<file path="config.mk">
export PLATFORM = sky130hd
export DESIGN_NAME = rc_channel_conditioner_mode_select_top_flat
export DESIGN_NICKNAME = d
export VERILOG_FILES = /design/src/rtl/rcc_pkg.sv /design/src/rtl/rcc_ifs.sv /design/src/rtl/rcc_cfg.sv /design/src/rtl/rcc_core.sv /design/src/rtl/rc_channel_conditioner_mode_select_top.sv /design/src/flat_wrapper.sv
export SDC_FILE = /design/constraint.sdc
export NUM_CORES = 2
export LEC_CHECK = 0
export ABC_AREA = 1
export ABC_CLOCK_PERIOD_IN_PS = 13900
export BUFFER_PORTS_ARGS = -buffer_cell sky130_fd_sc_hd__buf_2
export CAP_MARGIN = 40
export CORE_MARGIN = 5
export CORE_UTILIZATION = 60
export DETAILED_ROUTE_END_ITERATION = 12
export PLACE_DENSITY = 0.77
export SKIP_CTS_REPAIR_TIMING = 1
export SLEW_MARGIN = 20
export SYNTH_ARGS = -nofsm -noshare
export SYNTH_HDL_FRONTEND = slang
export SYNTH_HIERARCHICAL = 1
export SYNTH_SLANG_ARGS = --single-unit
</file>
<file path="constraint.sdc">
create_clock -name clk -period 13.9 [get_ports clk]
set_clock_uncertainty 0.1 [all_clocks]
set_input_delay 0.695 -clock clk [delete_from_list [all_inputs] [get_ports clk]]
set_output_delay 0.695 -clock clk [all_outputs]
set_load 0.02 [all_outputs]
</file>
<file path="src/rtl/rcc_pkg.sv">
// shared types and constants of the rc channel conditioner
`default_nettype none
package rcc_pkg;

  localparam int KIND_W = 3;
  localparam int CIDX_W = 4;
  localparam int RAW_W  = 12;
  localparam int GAP_W  = 24;
  localparam int MODE_W = 8;
  localparam int VAL_W  = 18;
  localparam int QUAL_W = 2;
  localparam int CFG_AW = 3;
  localparam int CFG_DW = 32;

  // request kinds
  localparam logic [KIND_W-1:0] KIND_SAMPLE   = 3'd0;
  localparam logic [KIND_W-1:0] KIND_FRAME    = 3'd1;
  localparam logic [KIND_W-1:0] KIND_TICK     = 3'd2;
  localparam logic [KIND_W-1:0] KIND_CALIB    = 3'd3;
  localparam logic [KIND_W-1:0] KIND_MODE_REQ = 3'd4;

  // configuration register indexes
  localparam logic [CFG_AW-1:0] REG_SCALE    = 3'd0;
  localparam logic [CFG_AW-1:0] REG_DEADZONE = 3'd1;
  localparam logic [CFG_AW-1:0] REG_INVERT   = 3'd2;
  localparam logic [CFG_AW-1:0] REG_CHMAP    = 3'd3;
  localparam logic [CFG_AW-1:0] REG_MODETAB  = 3'd4;
  localparam logic [CFG_AW-1:0] REG_GOOD_GAP = 3'd5;
  localparam logic [CFG_AW-1:0] REG_LOST_GAP = 3'd6;

  localparam logic [QUAL_W-1:0] QUAL_GOOD = 2'd0;
  localparam logic [QUAL_W-1:0] QUAL_BAD  = 2'd1;
  localparam logic [QUAL_W-1:0] QUAL_LOST = 2'd2;

  localparam logic [1:0] PEND_NONE   = 2'd0;
  localparam logic [1:0] PEND_ARM    = 2'd1;
  localparam logic [1:0] PEND_DISARM = 2'd2;

  localparam logic [MODE_W-1:0] MASK_ARMED  = 8'h80;
  localparam logic [MODE_W-1:0] MASK_HIL    = 8'h20;
  localparam logic [MODE_W-1:0] MASK_TEST   = 8'h02;
  localparam logic [MODE_W-1:0] MASK_CUSTOM = 8'h01;

  // stick thresholds in q.14
  localparam logic signed [VAL_W-1:0] TH_STICK_LOW = -18'sd15565;
  localparam logic signed [VAL_W-1:0] TH_HI        = 18'sd14746;
  localparam logic signed [VAL_W-1:0] TH_LO        = -18'sd14746;
  localparam logic signed [VAL_W-1:0] TH_HALF      = 18'sd8192;
  localparam logic signed [VAL_W-1:0] TH_NEG_HALF  = -18'sd8192;
  localparam logic signed [VAL_W-1:0] FAILSAFE_THR = -18'sd16384;

  typedef struct packed {
    logic [15:0]       scale;
    logic [10:0]       deadzone;
    logic [15:0]       invert;
    logic [3:0]        safety_ch;
    logic [3:0]        mode_ch;
    logic [3:0]        custom_ch;
    logic [3:0]        test_ch;
    logic [3:0]        dis_ch;
    logic              use_custom;
    logic              use_test;
    logic              use_dis;
    logic [31:0]       mode_table;
    logic [GAP_W-1:0]  good_gap;
    logic [GAP_W-1:0]  lost_gap;
  } cfg_t;

  typedef struct packed {
    logic signed [VAL_W-1:0] channel_value;
    logic [QUAL_W-1:0]       signal_quality;
    logic [MODE_W-1:0]       desired_mode;
    logic [MODE_W-1:0]       merged_mode;
  } res_t;

endpackage
`default_nettype wire

</file>
<file path="src/rtl/rcc_ifs.sv">
// request and result channel interfaces
`default_nettype none
interface rcc_in_if;
  logic                        valid;
  logic                        ready;
  logic [rcc_pkg::KIND_W-1:0]  kind;
  logic [rcc_pkg::CIDX_W-1:0]  channel_index;
  logic signed [rcc_pkg::RAW_W-1:0] raw_value;
  logic [rcc_pkg::GAP_W-1:0]   frame_gap_us;
  logic [rcc_pkg::GAP_W-1:0]   elapsed_us;
  logic [rcc_pkg::MODE_W-1:0]  running_mode;

  modport source (
    output valid, kind, channel_index, raw_value, frame_gap_us, elapsed_us, running_mode,
    input  ready
  );
  modport sink (
    input  valid, kind, channel_index, raw_value, frame_gap_us, elapsed_us, running_mode,
    output ready
  );
endinterface

interface rcc_out_if;
  logic                              valid;
  logic                              ready;
  logic signed [rcc_pkg::VAL_W-1:0]  channel_value;
  logic [rcc_pkg::QUAL_W-1:0]        signal_quality;
  logic [rcc_pkg::MODE_W-1:0]        desired_mode;
  logic [rcc_pkg::MODE_W-1:0]        merged_mode;

  modport source (
    output valid, channel_value, signal_quality, desired_mode, merged_mode,
    input  ready
  );
  modport sink (
    input  valid, channel_value, signal_quality, desired_mode, merged_mode,
    output ready
  );
endinterface
`default_nettype wire

</file>
<file path="src/rtl/rcc_cfg.sv">
// configuration register file with field decode
`default_nettype none
module rcc_cfg (
  input  logic                        clk,
  input  logic                        rst_n,
  input  logic                        cfg_we,
  input  logic [rcc_pkg::CFG_AW-1:0]  cfg_index,
  input  logic [rcc_pkg::CFG_DW-1:0]  cfg_wdata,
  output rcc_pkg::cfg_t               cfg
);

  logic [15:0] scale_r;
  logic [10:0] deadzone_r;
  logic [13:0] invert_r;
  logic [22:0] chmap_r;
  logic [31:0] modetab_r;
  logic [23:0] good_gap_r;
  logic [23:0] lost_gap_r;

  always_ff @(posedge clk) begin
    if (!rst_n) begin
      scale_r    <= 16'd74;
      deadzone_r <= 11'd30;
      invert_r   <= '0;
      chmap_r    <= '0;
      modetab_r  <= '0;
      good_gap_r <= 24'd100000;
      lost_gap_r <= 24'd1500000;
    end else if (cfg_we) begin
      case (cfg_index)
        rcc_pkg::REG_SCALE:    scale_r    <= cfg_wdata[15:0];
        rcc_pkg::REG_DEADZONE: deadzone_r <= cfg_wdata[10:0];
        rcc_pkg::REG_INVERT:   invert_r   <= cfg_wdata[13:0];
        rcc_pkg::REG_CHMAP:    chmap_r    <= cfg_wdata[22:0];
        rcc_pkg::REG_MODETAB:  modetab_r  <= cfg_wdata[31:0];
        rcc_pkg::REG_GOOD_GAP: good_gap_r <= cfg_wdata[23:0];
        rcc_pkg::REG_LOST_GAP: lost_gap_r <= cfg_wdata[23:0];
        default: ;
      endcase
    end
  end

  always_comb begin
    cfg.scale      = scale_r;
    cfg.deadzone   = deadzone_r;
    cfg.invert     = {2'b00, invert_r};
    cfg.safety_ch  = chmap_r[3:0];
    cfg.mode_ch    = chmap_r[7:4];
    cfg.custom_ch  = chmap_r[11:8];
    cfg.test_ch    = chmap_r[15:12];
    cfg.dis_ch     = chmap_r[19:16];
    cfg.use_custom = chmap_r[20];
    cfg.use_test   = chmap_r[21];
    cfg.use_dis    = chmap_r[22];
    cfg.mode_table = modetab_r;
    cfg.good_gap   = good_gap_r;
    cfg.lost_gap   = lost_gap_r;
  end

endmodule
`default_nettype wire

</file>
<file path="src/rtl/rcc_core.sv">
// channel and trim memories with the read-modify-write sequencer and mode logic
`default_nettype none
module rcc_core #(
  parameter int CHANNEL_COUNT = 14
) (
  input  logic                clk,
  input  logic                rst_n,
  input  rcc_pkg::cfg_t       cfg,
  rcc_in_if.sink              in_chan,
  output logic                res_valid,
  input  logic                res_ready,
  output rcc_pkg::res_t       res
);

  localparam int AW = (CHANNEL_COUNT > 1) ? $clog2(CHANNEL_COUNT) : 1;
  localparam logic [4:0] CH_N = 5'(CHANNEL_COUNT);
  localparam int VW = rcc_pkg::VAL_W;

  // read steps; frame-done walks all of them, other requests use the first only
  localparam logic [3:0] STEP_THR    = 4'd0;
  localparam logic [3:0] STEP_ROLL   = 4'd1;
  localparam logic [3:0] STEP_PITCH  = 4'd2;
  localparam logic [3:0] STEP_YAW    = 4'd3;
  localparam logic [3:0] STEP_DIS    = 4'd4;
  localparam logic [3:0] STEP_SAFETY = 4'd5;
  localparam logic [3:0] STEP_MODE   = 4'd6;
  localparam logic [3:0] STEP_CUSTOM = 4'd7;
  localparam logic [3:0] STEP_TEST   = 4'd8;

  typedef enum logic [1:0] {S_IDLE, S_READ, S_LAST, S_CALC} state_t;

  function automatic logic signed [VW-1:0] sat18(input logic signed [28:0] v);
    if (v > 29'sd131071) sat18 = 18'sh1ffff;
    else if (v < -29'sd131072) sat18 = 18'sh20000;
    else sat18 = v[VW-1:0];
  endfunction

  state_t                     state_r;
  logic [3:0]                 step_r;
  logic                       rd_pend_r;
  logic [3:0]                 rd_tag_r;
  logic [rcc_pkg::QUAL_W-1:0] quality_r;
  logic [rcc_pkg::MODE_W-1:0] wanted_r;
  logic [1:0]                 pending_r;
  logic [CHANNEL_COUNT-1:0]   chan_vld_r;
  logic [CHANNEL_COUNT-1:0]   trim_vld_r;

  logic signed [VW-1:0] chan_mem [CHANNEL_COUNT];
  logic signed [VW-1:0] trim_mem [CHANNEL_COUNT];
  logic signed [VW-1:0] chan_q_r;
  logic signed [VW-1:0] trim_q_r;
  logic                 chan_vq_r;
  logic                 trim_vq_r;

  // request payload
  logic [rcc_pkg::KIND_W-1:0] kind_r;
  logic [rcc_pkg::CIDX_W-1:0] ch_r;
  logic                       ch_ok_r;
  logic                       dz_hit_r;
  logic                       inv_r;
  logic signed [28:0]         prod_r;
  logic signed [28:0]         v_r;
  logic [rcc_pkg::GAP_W-1:0]  gap_r;
  logic [rcc_pkg::GAP_W-1:0]  elapsed_r;
  logic [rcc_pkg::MODE_W-1:0] running_r;

  // captured reads
  logic signed [VW-1:0] a_val_r;
  logic signed [VW-1:0] t_val_r;
  logic thr_low_r, roll_hi_r, roll_lo_r, pitch_hi_r, yaw_hi_r, yaw_lo_r;
  logic dis_low_r, safety_on_r, sw_up_r, sw_mid_r, custom_on_r, test_on_r;

  logic                  accept;
  logic [3:0]            rd_idx;
  logic                  rd_ok;
  logic [AW-1:0]         rd_addr;
  logic [AW-1:0]         wr_addr;
  logic signed [VW-1:0]  chan_rd;
  logic signed [VW-1:0]  trim_rd;
  logic signed [12:0]    raw_x13;
  logic signed [12:0]    dz_x13;
  logic signed [28:0]    raw_x;
  logic signed [28:0]    scl_x;
  logic signed [28:0]    rnd;
  logic signed [28:0]    q4;
  logic signed [VW-1:0]  new_val;
  logic signed [VW-1:0]  new_trim;
  logic                  failsafe;
  logic                  commit;
  logic                  chan_we;
  logic                  trim_we;
  logic signed [VW-1:0]  chan_wdata;
  logic [rcc_pkg::QUAL_W-1:0] quality_nxt;
  logic [rcc_pkg::MODE_W-1:0] wanted_nxt;
  logic [1:0]                 pending_nxt;
  logic [rcc_pkg::MODE_W-1:0] merged;
  logic [rcc_pkg::MODE_W-1:0] nm;
  logic                       armed;
  logic [1:0]                 pend_frame;
  logic                       arm_combo;
  logic                       disarm_combo;

  assign in_chan.ready = (state_r == S_IDLE);
  assign accept        = in_chan.valid && (state_r == S_IDLE);

  // read address of the current step
  always_comb begin
    rd_idx = 4'd0;
    case (step_r)
      STEP_THR: begin
        if (kind_r == rcc_pkg::KIND_SAMPLE || kind_r == rcc_pkg::KIND_CALIB) rd_idx = ch_r;
        else rd_idx = 4'd0;
      end
      STEP_ROLL:   rd_idx = 4'd1;
      STEP_PITCH:  rd_idx = 4'd2;
      STEP_YAW:    rd_idx = 4'd3;
      STEP_DIS:    rd_idx = cfg.dis_ch;
      STEP_SAFETY: rd_idx = cfg.safety_ch;
      STEP_MODE:   rd_idx = cfg.mode_ch;
      STEP_CUSTOM: rd_idx = cfg.custom_ch;
      STEP_TEST:   rd_idx = cfg.test_ch;
      default:     rd_idx = 4'd0;
    endcase
  end

  assign rd_ok   = ({1'b0, rd_idx} < CH_N);
  assign rd_addr = rd_ok ? rd_idx[AW-1:0] : '0;
  assign wr_addr = (kind_r == rcc_pkg::KIND_TICK || !ch_ok_r) ? '0 : ch_r[AW-1:0];

  // memories: one registered read per cycle, writes only at commit
  always_ff @(posedge clk) begin
    if (chan_we) chan_mem[wr_addr] <= chan_wdata;
    if (trim_we) trim_mem[wr_addr] <= new_trim;
    if (state_r == S_READ) begin
      chan_q_r  <= chan_mem[rd_addr];
      trim_q_r  <= trim_mem[rd_addr];
      chan_vq_r <= chan_vld_r[rd_addr] && rd_ok;
      trim_vq_r <= trim_vld_r[rd_addr] && rd_ok;
    end
  end

  // never-written entries read as zero
  assign chan_rd = chan_vq_r ? chan_q_r : '0;
  assign trim_rd = trim_vq_r ? trim_q_r : '0;

  assign raw_x13 = {in_chan.raw_value[rcc_pkg::RAW_W-1], in_chan.raw_value};
  assign dz_x13  = {2'b00, cfg.deadzone};
  assign raw_x   = {{17{in_chan.raw_value[rcc_pkg::RAW_W-1]}}, in_chan.raw_value};
  assign scl_x   = {13'd0, cfg.scale};
  assign rnd     = prod_r + 29'sd2;
  assign q4      = rnd >>> 2;

  always_ff @(posedge clk) begin
    if (accept) begin
      kind_r    <= in_chan.kind;
      ch_r      <= in_chan.channel_index;
      ch_ok_r   <= ({1'b0, in_chan.channel_index} < CH_N);
      dz_hit_r  <= (raw_x13 < dz_x13) && (raw_x13 > -dz_x13);
      inv_r     <= cfg.invert[in_chan.channel_index];
      prod_r    <= raw_x * scl_x;
      gap_r     <= in_chan.frame_gap_us;
      elapsed_r <= in_chan.elapsed_us;
      running_r <= in_chan.running_mode;
    end
    if (state_r == S_READ) begin
      v_r <= inv_r ? -q4 : q4;
    end
    if (rd_pend_r) begin
      case (rd_tag_r)
        STEP_THR: begin
          a_val_r   <= chan_rd;
          t_val_r   <= trim_rd;
          thr_low_r <= (chan_rd <= rcc_pkg::TH_STICK_LOW);
        end
        STEP_ROLL: begin
          roll_hi_r <= (chan_rd >= rcc_pkg::TH_HI);
          roll_lo_r <= (chan_rd <= rcc_pkg::TH_LO);
        end
        STEP_PITCH: pitch_hi_r <= (chan_rd >= rcc_pkg::TH_HI);
        STEP_YAW: begin
          yaw_hi_r <= (chan_rd >= rcc_pkg::TH_HI);
          yaw_lo_r <= (chan_rd <= rcc_pkg::TH_LO);
        end
        STEP_DIS:    dis_low_r   <= (chan_rd < rcc_pkg::TH_HALF);
        STEP_SAFETY: safety_on_r <= (chan_rd > 18'sd0);
        STEP_MODE: begin
          sw_up_r  <= (chan_rd >= rcc_pkg::TH_HALF);
          sw_mid_r <= (chan_rd > rcc_pkg::TH_NEG_HALF);
        end
        STEP_CUSTOM: custom_on_r <= (chan_rd > 18'sd0);
        STEP_TEST:   test_on_r   <= (chan_rd > 18'sd0);
        default: ;
      endcase
    end
  end

  assign new_val  = dz_hit_r ? '0 : sat18(v_r - {{11{t_val_r[VW-1]}}, t_val_r});
  assign new_trim = sat18({{11{a_val_r[VW-1]}}, a_val_r} - {{11{t_val_r[VW-1]}}, t_val_r});
  assign failsafe = (elapsed_r > cfg.lost_gap);

  assign arm_combo    = thr_low_r && yaw_lo_r && pitch_hi_r && roll_hi_r;
  assign disarm_combo = thr_low_r && yaw_hi_r && pitch_hi_r && roll_lo_r;

  // mode selection for a frame-done request
  always_comb begin
    armed      = wanted_r[7];
    pend_frame = pending_r;
    if (arm_combo) begin
      armed      = 1'b1;
      pend_frame = rcc_pkg::PEND_ARM;
    end else if (disarm_combo) begin
      armed      = 1'b0;
      pend_frame = rcc_pkg::PEND_DISARM;
    end
    if (safety_on_r) begin
      nm = cfg.mode_table[7:0];
      nm = armed ? (nm | rcc_pkg::MASK_ARMED) : (nm & ~rcc_pkg::MASK_ARMED);
    end else begin
      if (sw_up_r) nm = cfg.mode_table[15:8];
      else if (sw_mid_r) nm = cfg.mode_table[23:16];
      else nm = cfg.mode_table[31:24];
      if (cfg.use_custom) begin
        nm = custom_on_r ? (nm | rcc_pkg::MASK_CUSTOM) : (nm & ~rcc_pkg::MASK_CUSTOM);
      end
      if (cfg.use_test) begin
        nm = test_on_r ? (nm | rcc_pkg::MASK_TEST) : (nm & ~rcc_pkg::MASK_TEST);
      end
      if (!armed) nm = nm & ~rcc_pkg::MASK_ARMED;
      else nm = (nm & ~rcc_pkg::MASK_ARMED) | (wanted_r & rcc_pkg::MASK_ARMED);
    end
  end

  // next state and result of the request under commit
  always_comb begin
    quality_nxt       = quality_r;
    wanted_nxt        = wanted_r;
    pending_nxt       = pending_r;
    merged            = '0;
    res.channel_value = a_val_r;
    case (kind_r)
      rcc_pkg::KIND_SAMPLE: res.channel_value = ch_ok_r ? new_val : '0;
      rcc_pkg::KIND_CALIB:  res.channel_value = ch_ok_r ? new_trim : '0;
      rcc_pkg::KIND_FRAME: begin
        if (gap_r < cfg.good_gap) quality_nxt = rcc_pkg::QUAL_GOOD;
        else if (gap_r < cfg.lost_gap) quality_nxt = rcc_pkg::QUAL_BAD;
        // disable switch low freezes the mode state
        if (!(cfg.use_dis && dis_low_r)) begin
          wanted_nxt  = nm;
          pending_nxt = pend_frame;
        end
      end
      rcc_pkg::KIND_TICK: begin
        if (failsafe) begin
          quality_nxt       = rcc_pkg::QUAL_LOST;
          res.channel_value = rcc_pkg::FAILSAFE_THR;
        end
      end
      rcc_pkg::KIND_MODE_REQ: begin
        merged = (wanted_r & ~(rcc_pkg::MASK_ARMED | rcc_pkg::MASK_HIL))
               | (running_r & (rcc_pkg::MASK_ARMED | rcc_pkg::MASK_HIL));
        if (pending_r == rcc_pkg::PEND_ARM) begin
          merged      = merged | rcc_pkg::MASK_ARMED;
          pending_nxt = rcc_pkg::PEND_NONE;
        end else if (pending_r == rcc_pkg::PEND_DISARM) begin
          merged      = merged & ~rcc_pkg::MASK_ARMED;
          pending_nxt = rcc_pkg::PEND_NONE;
        end
      end
      default: ;
    endcase
    res.signal_quality = quality_nxt;
    res.desired_mode   = wanted_nxt;
    res.merged_mode    = merged;
  end

  assign res_valid  = (state_r == S_CALC);
  assign commit     = res_valid && res_ready;
  assign chan_we    = commit && ((kind_r == rcc_pkg::KIND_SAMPLE && ch_ok_r)
                                 || (kind_r == rcc_pkg::KIND_TICK && failsafe));
  assign trim_we    = commit && kind_r == rcc_pkg::KIND_CALIB && ch_ok_r;
  assign chan_wdata = (kind_r == rcc_pkg::KIND_TICK) ? rcc_pkg::FAILSAFE_THR : new_val;

  always_ff @(posedge clk) begin
    if (!rst_n) begin
      state_r    <= S_IDLE;
      step_r     <= STEP_THR;
      rd_pend_r  <= 1'b0;
      rd_tag_r   <= STEP_THR;
      quality_r  <= rcc_pkg::QUAL_GOOD;
      wanted_r   <= '0;
      pending_r  <= rcc_pkg::PEND_NONE;
      chan_vld_r <= '0;
      trim_vld_r <= '0;
    end else begin
      rd_pend_r <= (state_r == S_READ);
      rd_tag_r  <= step_r;
      case (state_r)
        S_IDLE: begin
          if (in_chan.valid) begin
            state_r <= S_READ;
            step_r  <= STEP_THR;
          end
        end
        S_READ: begin
          if (kind_r == rcc_pkg::KIND_FRAME && step_r != STEP_TEST) step_r <= step_r + 4'd1;
          else state_r <= S_LAST;
        end
        S_LAST: state_r <= S_CALC;
        S_CALC: begin
          if (res_ready) begin
            state_r   <= S_IDLE;
            quality_r <= quality_nxt;
            wanted_r  <= wanted_nxt;
            pending_r <= pending_nxt;
            if (kind_r == rcc_pkg::KIND_TICK && failsafe) begin
              // throttle holds the failsafe value, every other channel reads zero
              chan_vld_r <= CHANNEL_COUNT'(1);
            end else if (chan_we) begin
              chan_vld_r[wr_addr] <= 1'b1;
            end
            if (trim_we) trim_vld_r[wr_addr] <= 1'b1;
          end
        end
        default: state_r <= S_IDLE;
      endcase
    end
  end

endmodule
`default_nettype wire

</file>
<file path="src/rtl/rc_channel_conditioner_mode_select_top.sv">
// top level of the rc channel conditioner with flight mode selection
// Conditions raw receiver channel samples into q.14 values (deadzone, scale, invert,
// trim, saturation), grades link quality, runs the arming sticks and mode switches,
// and forces the failsafe on a late tick. Requests are taken one at a time: sample,
// calibrate, tick and mode requests take a single read step, a frame-done request
// walks every read step, because the channel memory has one read port and the mode logic
// reads nine channels through it one per cycle. A finished result sits in the output
// register while the next request is accepted. Channel and trim memories read as zero
// until written, so no clearing pass follows reset.
`default_nettype none
module rc_channel_conditioner_mode_select_top #(
  parameter int CHANNEL_COUNT = 14
) (
  input  logic                        clk,
  input  logic                        rst_n,
  rcc_in_if.sink                      in_chan,
  rcc_out_if.source                   out_chan,
  input  logic                        cfg_we,
  input  logic [rcc_pkg::CFG_AW-1:0]  cfg_index,
  input  logic [rcc_pkg::CFG_DW-1:0]  cfg_wdata
);

  rcc_pkg::cfg_t cfg;
  rcc_pkg::res_t res;
  rcc_pkg::res_t out_data_r;
  logic          res_valid;
  logic          res_ready;
  logic          out_valid_r;

  rcc_cfg u_cfg (
    .clk       (clk),
    .rst_n     (rst_n),
    .cfg_we    (cfg_we),
    .cfg_index (cfg_index),
    .cfg_wdata (cfg_wdata),
    .cfg       (cfg)
  );

  rcc_core #(
    .CHANNEL_COUNT (CHANNEL_COUNT)
  ) u_core (
    .clk       (clk),
    .rst_n     (rst_n),
    .cfg       (cfg),
    .in_chan   (in_chan),
    .res_valid (res_valid),
    .res_ready (res_ready),
    .res       (res)
  );

  // output register, refilled in the cycle it drains
  assign res_ready = !out_valid_r || out_chan.ready;

  always_ff @(posedge clk) begin
    if (!rst_n) begin
      out_valid_r <= 1'b0;
    end else if (res_ready) begin
      out_valid_r <= res_valid;
    end
  end

  always_ff @(posedge clk) begin
    if (res_ready && res_valid) out_data_r <= res;
  end

  assign out_chan.valid          = out_valid_r;
  assign out_chan.channel_value  = out_data_r.channel_value;
  assign out_chan.signal_quality = out_data_r.signal_quality;
  assign out_chan.desired_mode   = out_data_r.desired_mode;
  assign out_chan.merged_mode    = out_data_r.merged_mode;

endmodule
`default_nettype wire
</file>
<file path="src/flat_wrapper.sv">
// flat-port wrapper written by rule: the top's interface ports become plain ports
module rc_channel_conditioner_mode_select_top_flat 
#(
  parameter int CHANNEL_COUNT = 14
)
  (clk, rst_n, cfg_we, cfg_index, cfg_wdata, in_chan_valid, in_chan_kind, in_chan_channel_index, in_chan_raw_value, in_chan_frame_gap_us, in_chan_elapsed_us, in_chan_running_mode, in_chan_ready, out_chan_valid, out_chan_channel_value, out_chan_signal_quality, out_chan_desired_mode, out_chan_merged_mode, out_chan_ready);
  rcc_in_if in_chan_i ();
  rcc_out_if out_chan_i ();
  input  logic clk;
  input  logic rst_n;
  input  logic cfg_we;
  input  logic [rcc_pkg::CFG_AW-1:0] cfg_index;
  input  logic [rcc_pkg::CFG_DW-1:0] cfg_wdata;
  input wire logic [$bits(in_chan_i.valid)-1:0] in_chan_valid;
  input wire logic [$bits(in_chan_i.kind)-1:0] in_chan_kind;
  input wire logic [$bits(in_chan_i.channel_index)-1:0] in_chan_channel_index;
  input wire logic [$bits(in_chan_i.raw_value)-1:0] in_chan_raw_value;
  input wire logic [$bits(in_chan_i.frame_gap_us)-1:0] in_chan_frame_gap_us;
  input wire logic [$bits(in_chan_i.elapsed_us)-1:0] in_chan_elapsed_us;
  input wire logic [$bits(in_chan_i.running_mode)-1:0] in_chan_running_mode;
  output wire logic [$bits(in_chan_i.ready)-1:0] in_chan_ready;
  output wire logic [$bits(out_chan_i.valid)-1:0] out_chan_valid;
  output wire logic [$bits(out_chan_i.channel_value)-1:0] out_chan_channel_value;
  output wire logic [$bits(out_chan_i.signal_quality)-1:0] out_chan_signal_quality;
  output wire logic [$bits(out_chan_i.desired_mode)-1:0] out_chan_desired_mode;
  output wire logic [$bits(out_chan_i.merged_mode)-1:0] out_chan_merged_mode;
  input wire logic [$bits(out_chan_i.ready)-1:0] out_chan_ready;
  assign in_chan_i.valid = in_chan_valid;
  assign in_chan_i.kind = in_chan_kind;
  assign in_chan_i.channel_index = in_chan_channel_index;
  assign in_chan_i.raw_value = in_chan_raw_value;
  assign in_chan_i.frame_gap_us = in_chan_frame_gap_us;
  assign in_chan_i.elapsed_us = in_chan_elapsed_us;
  assign in_chan_i.running_mode = in_chan_running_mode;
  assign in_chan_ready = in_chan_i.ready;
  assign out_chan_valid = out_chan_i.valid;
  assign out_chan_channel_value = out_chan_i.channel_value;
  assign out_chan_signal_quality = out_chan_i.signal_quality;
  assign out_chan_desired_mode = out_chan_i.desired_mode;
  assign out_chan_merged_mode = out_chan_i.merged_mode;
  assign out_chan_i.ready = out_chan_ready;
  rc_channel_conditioner_mode_select_top #(.CHANNEL_COUNT(CHANNEL_COUNT)) u_core (.clk(clk), .rst_n(rst_n), .in_chan(in_chan_i), .out_chan(out_chan_i), .cfg_we(cfg_we), .cfg_index(cfg_index), .cfg_wdata(cfg_wdata));
endmodule
</file>
== Word level (Yosys, flattened, before mapping) ==
Memories as Yosys holds them, arrays and structs flattened. A register that Yosys moved wholly into a read port is not among the register bits.
Cells that the tools add are included.
Widths: inputs -> output; s select.
Word-level totals
  output and inout port bits: 38
  flip-flop bits (word level): 405
  memories kept: 2
  memory bits (read-only): 0
  input port bits: 115
  bits in latches: 0
  RAM bits: 504
Operators by class
  multiply operators: 1
  bitwise gates (word level): 4
  equal/unequal tests: 39
  reductions and logical operators: 55
  order comparisons: 22
  add/sub/neg operators: 6
  div/mod/pow operators: 0
  shift operators: 0
  mux-type cells: 63
Memory list
  u_core.u_core.chan_mem: depth 14, width 18, rd ports 1, clocked after Yosys merged registers in 1, wr ports 1, RTL line rcc_core.sv:48  | logic signed [VW-1:0] chan_mem [CHANNEL_COUNT];
  u_core.u_core.trim_mem: depth 14, width 18, rd ports 1, clocked after Yosys merged registers in 1, wr ports 1, RTL line rcc_core.sv:49  | logic signed [VW-1:0] trim_mem [CHANNEL_COUNT];
Operators by type and width (number)
  $mux 18: 10
  $mux 8: 7
  $pmux 18 s3: 1
  $lt 24x24->1: 2
  $ge 18x15->1 const B: 2
  $le 18x15->1 const B: 2
  $pmux 4 s9: 1
  $reduce_and 2->1: 17
  $eq 4x3->1 const B: 8
  $add 29x3->29 const B: 1
  $gt 29x18->1 const B: 1
  $lt 29x18->1 const B: 1
  $mul 12x17->29: 1
  $mux 29: 1
  $neg 27->29: 1
  $sub 29x29->29: 1
  $mux 14: 2
  $or 14x14->14: 2
  $mux 2: 13
  $gt 24x24->1: 1
  $mux 7: 3
  $mux 4: 5
  $gt 19x18->1 const B: 1
  $logic_and 1x1->1: 19
  other kinds (39): 87

== Logic depth before layout (Yosys ltp) ==
  depth after elaboration: 11
  mapped depth: 24

== By module ==
The synthesis kept the hierarchy.
Modules (own cells, without submodules)
  rcc_core: cells an instance 4684, area an instance 44894.3 µm², times used 1
  rcc_cfg: cells an instance 803, area an instance 5676.7 µm², times used 1
  rc_channel_conditioner_mode_select_top: cells an instance 43, area an instance 1132.3 µm², times used 1

== Worst setup path before layout ==
Ideal clock, no wire load.
  kind: input to register
  from: in in_chan_raw_value[10]
  to: reg u_core.u_core.prod_r[22] (data pin)
  library setup time: 0.265 ns
  stages: 21
  required time: 13.535 ns
  arrival: 5.321 ns
  path slack: 8.214 ns
  buffers on the path: 2
  cell sequence: clkbuf_1 clkbuf_1 nand2_1 fa_1 fa_1 inv_1 fa_1 fa_1 inv_1 fa_1 inv_1 ha_1 nand2_1 nor2_1 a21oi_1 o21ai_0 nand4_1 nand2_1 nand4_1 o211ai_1 xor2_1
On the way
  word-level cells in the longest chain between the ends: 1
Ends and longest elaborated chain
  start: declaration: RTL line flat_wrapper.sv:17  | input wire logic [$bits(in_chan_i.raw_value)-1:0] in_chan_raw_value;
  $mul 12x17->29: RTL line rcc_core.sv:160  | prod_r <= raw_x * scl_x;
  end signal: assignment: RTL line rcc_core.sv:160
  end: declaration: RTL line rcc_core.sv:61  | logic signed [28:0] prod_r;
No other way between the ends.
A chain may end at the register's enable or synchronous reset.

== Worst setup path after layout ==
  from: reg u_core.u_cfg.scale_r[2]
  to: reg u_core.u_core.prod_r[22] (data pin)
On the way
  word-level cells in the longest chain between the ends: 1
Ends and longest elaborated chain
  start: declaration: RTL line rcc_cfg.sv:12  | logic [15:0] scale_r;
  start signal: assignment: RTL line rcc_cfg.sv:31  | rcc_pkg::REG_SCALE: scale_r <= cfg_wdata[15:0];
  $mul 12x17->29: RTL line rcc_core.sv:160
No other way between the ends.

==> impl_metrics.json <==
{
  "power_frac_seq_pct": 38.5,
  "ir_drop_uv": 110.8,
  "grt_use_total_pct": 29.96,
  "via_per_inst": 5.742,
  "grt-ovfl-total": 0,
  "initial_core_util_pct": 60.45,
  "die_area_um2": 91890,
  "area_growth_syn_to_layout_pct": 10.44,
  "dieHeight_um": 303.1,
  "power_density_nw_per_um2": 181.4,
  "firstDrtPassIters": 6,
  "intPower_mw": 6.419,
  "vias": 39220,
  "grt_first_pass_wirelength_mm": 213.1,
  "grt_start_max_net_pins": 142,
  "antenna_found_initial": 1,
  "tns_ns": 0,
  "yosysWarningCount": 6,
  "drt_iter0_drc": 3957,
  "clock_path_buffers": 3,
  "cts-root-buf": "clkbuf_16",
  "hold_violations": 0,
  "cp_max_fo": 13,
  "num_io_pins": 153,
  "fin_crit_sh_pct": 41.22,
  "cts.reportedPaths.clkPinSlew_ns": 0.06,
  "wl_per_cell_um": 20.36,
  "cp_slowest_cell": "dfxtp_1",
  "cts_max_level": 3,
  "utilization_pct": 66.76,
  "routabilityCongestion": 0.9502,
  "status": "finished clean",
  "insertion_delay_ns": 0.70,
  "switching_share_pct": 37.86,
  "fmax_ghz": 0.1745,
  "pwr-share-clk_pct": 25.6,
  "slew_headroom_pct": 42.28,
  "crit_top_cell": "fa_1",
  "rows": 107,
  "nets": 6097,
  "hold_path_class": "input port to flip-flop",
  "cp.required_ns": 14.20,
  "synth.cell_area_um2": 51560,
  "route.final.wire_length_mm": 139.0,
  "seq_area_um2": 26160,
  "final_antenna_net_count": 0,
  "drc": 0,
  "cp_top_family": "adder cells",
  "clkSinkCount": 935,
  "setup_viol": 0,
  "crit_arrival_ns": 6.03,
  "critPathKind": "flip-flop to flip-flop",
  "crit_chain": "nand2_1, fa_1, fa_1, inv_1, fa_1, fa_1, inv_1, fa_1, inv_1, ha_1, nand2_1, nor2_1, a21oi_1, o21ai_0, nand4_1, nand2_1, nand4_1, o211ai_1, xor2_1",
  "leakagePower_nw": 24.42,
  "worstMarginPinSlew_ns": 0.8584,
  "n_fill_cell": 6602,
  "cap_viol_max_count": 0,
  "hpwl_mm": 96.13,
  "drive_gt1_share_pct": 9.025,
  "portBuffers": 145,
  "fin_crit_ns": 5.730,
  "die_x_um": 303.1,
  "holdWs_ns": 0.09224,
  "multiInputGateArea_um2": 21470,
  "grt_setup_unrepaired": "no",
  "start_kind": "flip-flop",
  "cts_tree": "built",
  "synthCells": 5510,
  "postSynthAreaPerCell_um2": 9.357,
  "critPathBufInv": 3,
  "switching_power_mw": 3.911,
  "cp-end-kind": "flip-flop",
  "comb_power_share_pct": 35.9,
  "drv_slew": 0,
  "core_um2": 85280,
  "grt_pass1_vias": 38360,
  "cts_made_buffers": 94,
  "slowest_delay_ns": 0.80
}
## power by group through the flow
stage | Combinational (mW) | Sequential [mW] | Clock, mW
global route | 4.09 | 4.00 | 2.80
global placement | 3.47 | 4.03 | 0
floorplan | 2.49 | 3.97 | 0
CTS | 3.65 | 3.97 | 2.68
detailed placement | 3.63 | 4.03 | 0
finish | 3.71 | 3.98 | 2.64
## area by class of cell
cell class	instances	share of cell area, %
Clock inverter	47	1.182
Clock buffer	130	4.569
Antenna cell	1	0.004395
Multi-Input combinational cell	3576	37.71
Tap cell	1144	2.514
Timing Repair Buffer	230	3.013
Sequential cell	935	45.94
Inverter	766	5.072
## sequential cells by signal (all words and copies together), names as in the netlist, 16 cells and up
signal	flops
u_core/u_core/v_r	29
u_core/u_cfg/modetab_r	28
u_core/u_core/trim_mem	252
u_core/u_core/trim_q_r	18
u_core/u_core/t_val_r	18
u_core/u_core/chan_mem	252
u_core/u_core/gap_r	24
u_core/u_core/a_val_r	18
u_core/u_cfg/scale_r	16
u_core/out_chan.channel_value	18
u_core/u_core/chan_q_r	18
u_core/u_core/prod_r	28
u_core/u_cfg/good_gap_r	24
u_core/u_cfg/lost_gap_r	24
u_core/u_cfg/chmap_r	23
u_core/u_core/elapsed_r	24
## cell usage in the layout (no fill, tap or decap), drive strengths merged, types with 3 or more instances in the layout
| master | instances |
|---|---|
| nand2 | 1190 |
| inv | 766 |
| edfxtp | 743 |
| nor2 | 547 |
| nand3 | 451 |
| ha | 236 |
| o21ai | 235 |
| buf | 230 |
| dfxtp | 192 |
| a21oi | 159 |
| fa | 143 |
| clkbuf | 130 |
| o21bai | 118 |
| o211ai | 89 |
| or2 | 83 |
| xor2 | 66 |
| nand4 | 46 |
| o22ai | 43 |
| nor3 | 42 |
| clkinv | 36 |
| xnor2 | 34 |
| o21a | 12 |
| bufinv | 11 |
| nand3b | 11 |
| a211oi | 11 |
| o31ai | 9 |
| a21o | 6 |
| a31oi | 6 |
| o221ai | 5 |
| and2 | 5 |
| mux2i | 4 |
| nor4 | 3 |
## worst paths after layout
check	start	cells past startpoint	to	slack [ns]
max	u_core/u_cfg/scale_r[2]	19	u_core/u_core/prod_r[22]	8.17
min	in_chan_kind[0]	1	u_core/u_core/kind_r[0]	0.09
max reg2reg	u_core/u_cfg/scale_r[2]	19	u_core/u_core/prod_r[22]	8.17
min reg2reg	u_core/u_core/chan_vld_r[13]	2	u_core/u_core/chan_vld_r[13]	0.35
## per-layer routing
layer  global-route usage, %  part of all wire [%]  up-vias
li1                        -                     -    18400
met1                   38.29                    38    18620
met2                   50.21                    48     1814
met3                   5.015                   8.6      378
met4                   14.37                   5.2        0
met5                       0                     0        -
## worst register-to-register path: cells and delay by family, from the launching register on
family                   cells  cell delay (ns)
buffers and inverters        3             0.15
AND/OR/NAND/NOR              6             0.82
AO/OA/AOI/OAI                3             0.52
flip-flops                   1             0.80
XOR/XNOR                     1             0.09
adder cells (fa/ha/maj)      6             2.99
## through the flow
step	area, um2	total power, mW	instances	worst slack, ns
final	56940	10.33	6829	8.170
after CTS	56860	10.31	6824	8.197
after floorplan	51560	6.460	5511	8.214
after global placement	52980	7.504	6609	7.597
after global routing	56930	10.89	6828	7.878
after detailed placement	53590	7.657	6647	7.599
No activity file was read; power rests on OpenSTA's default activity.
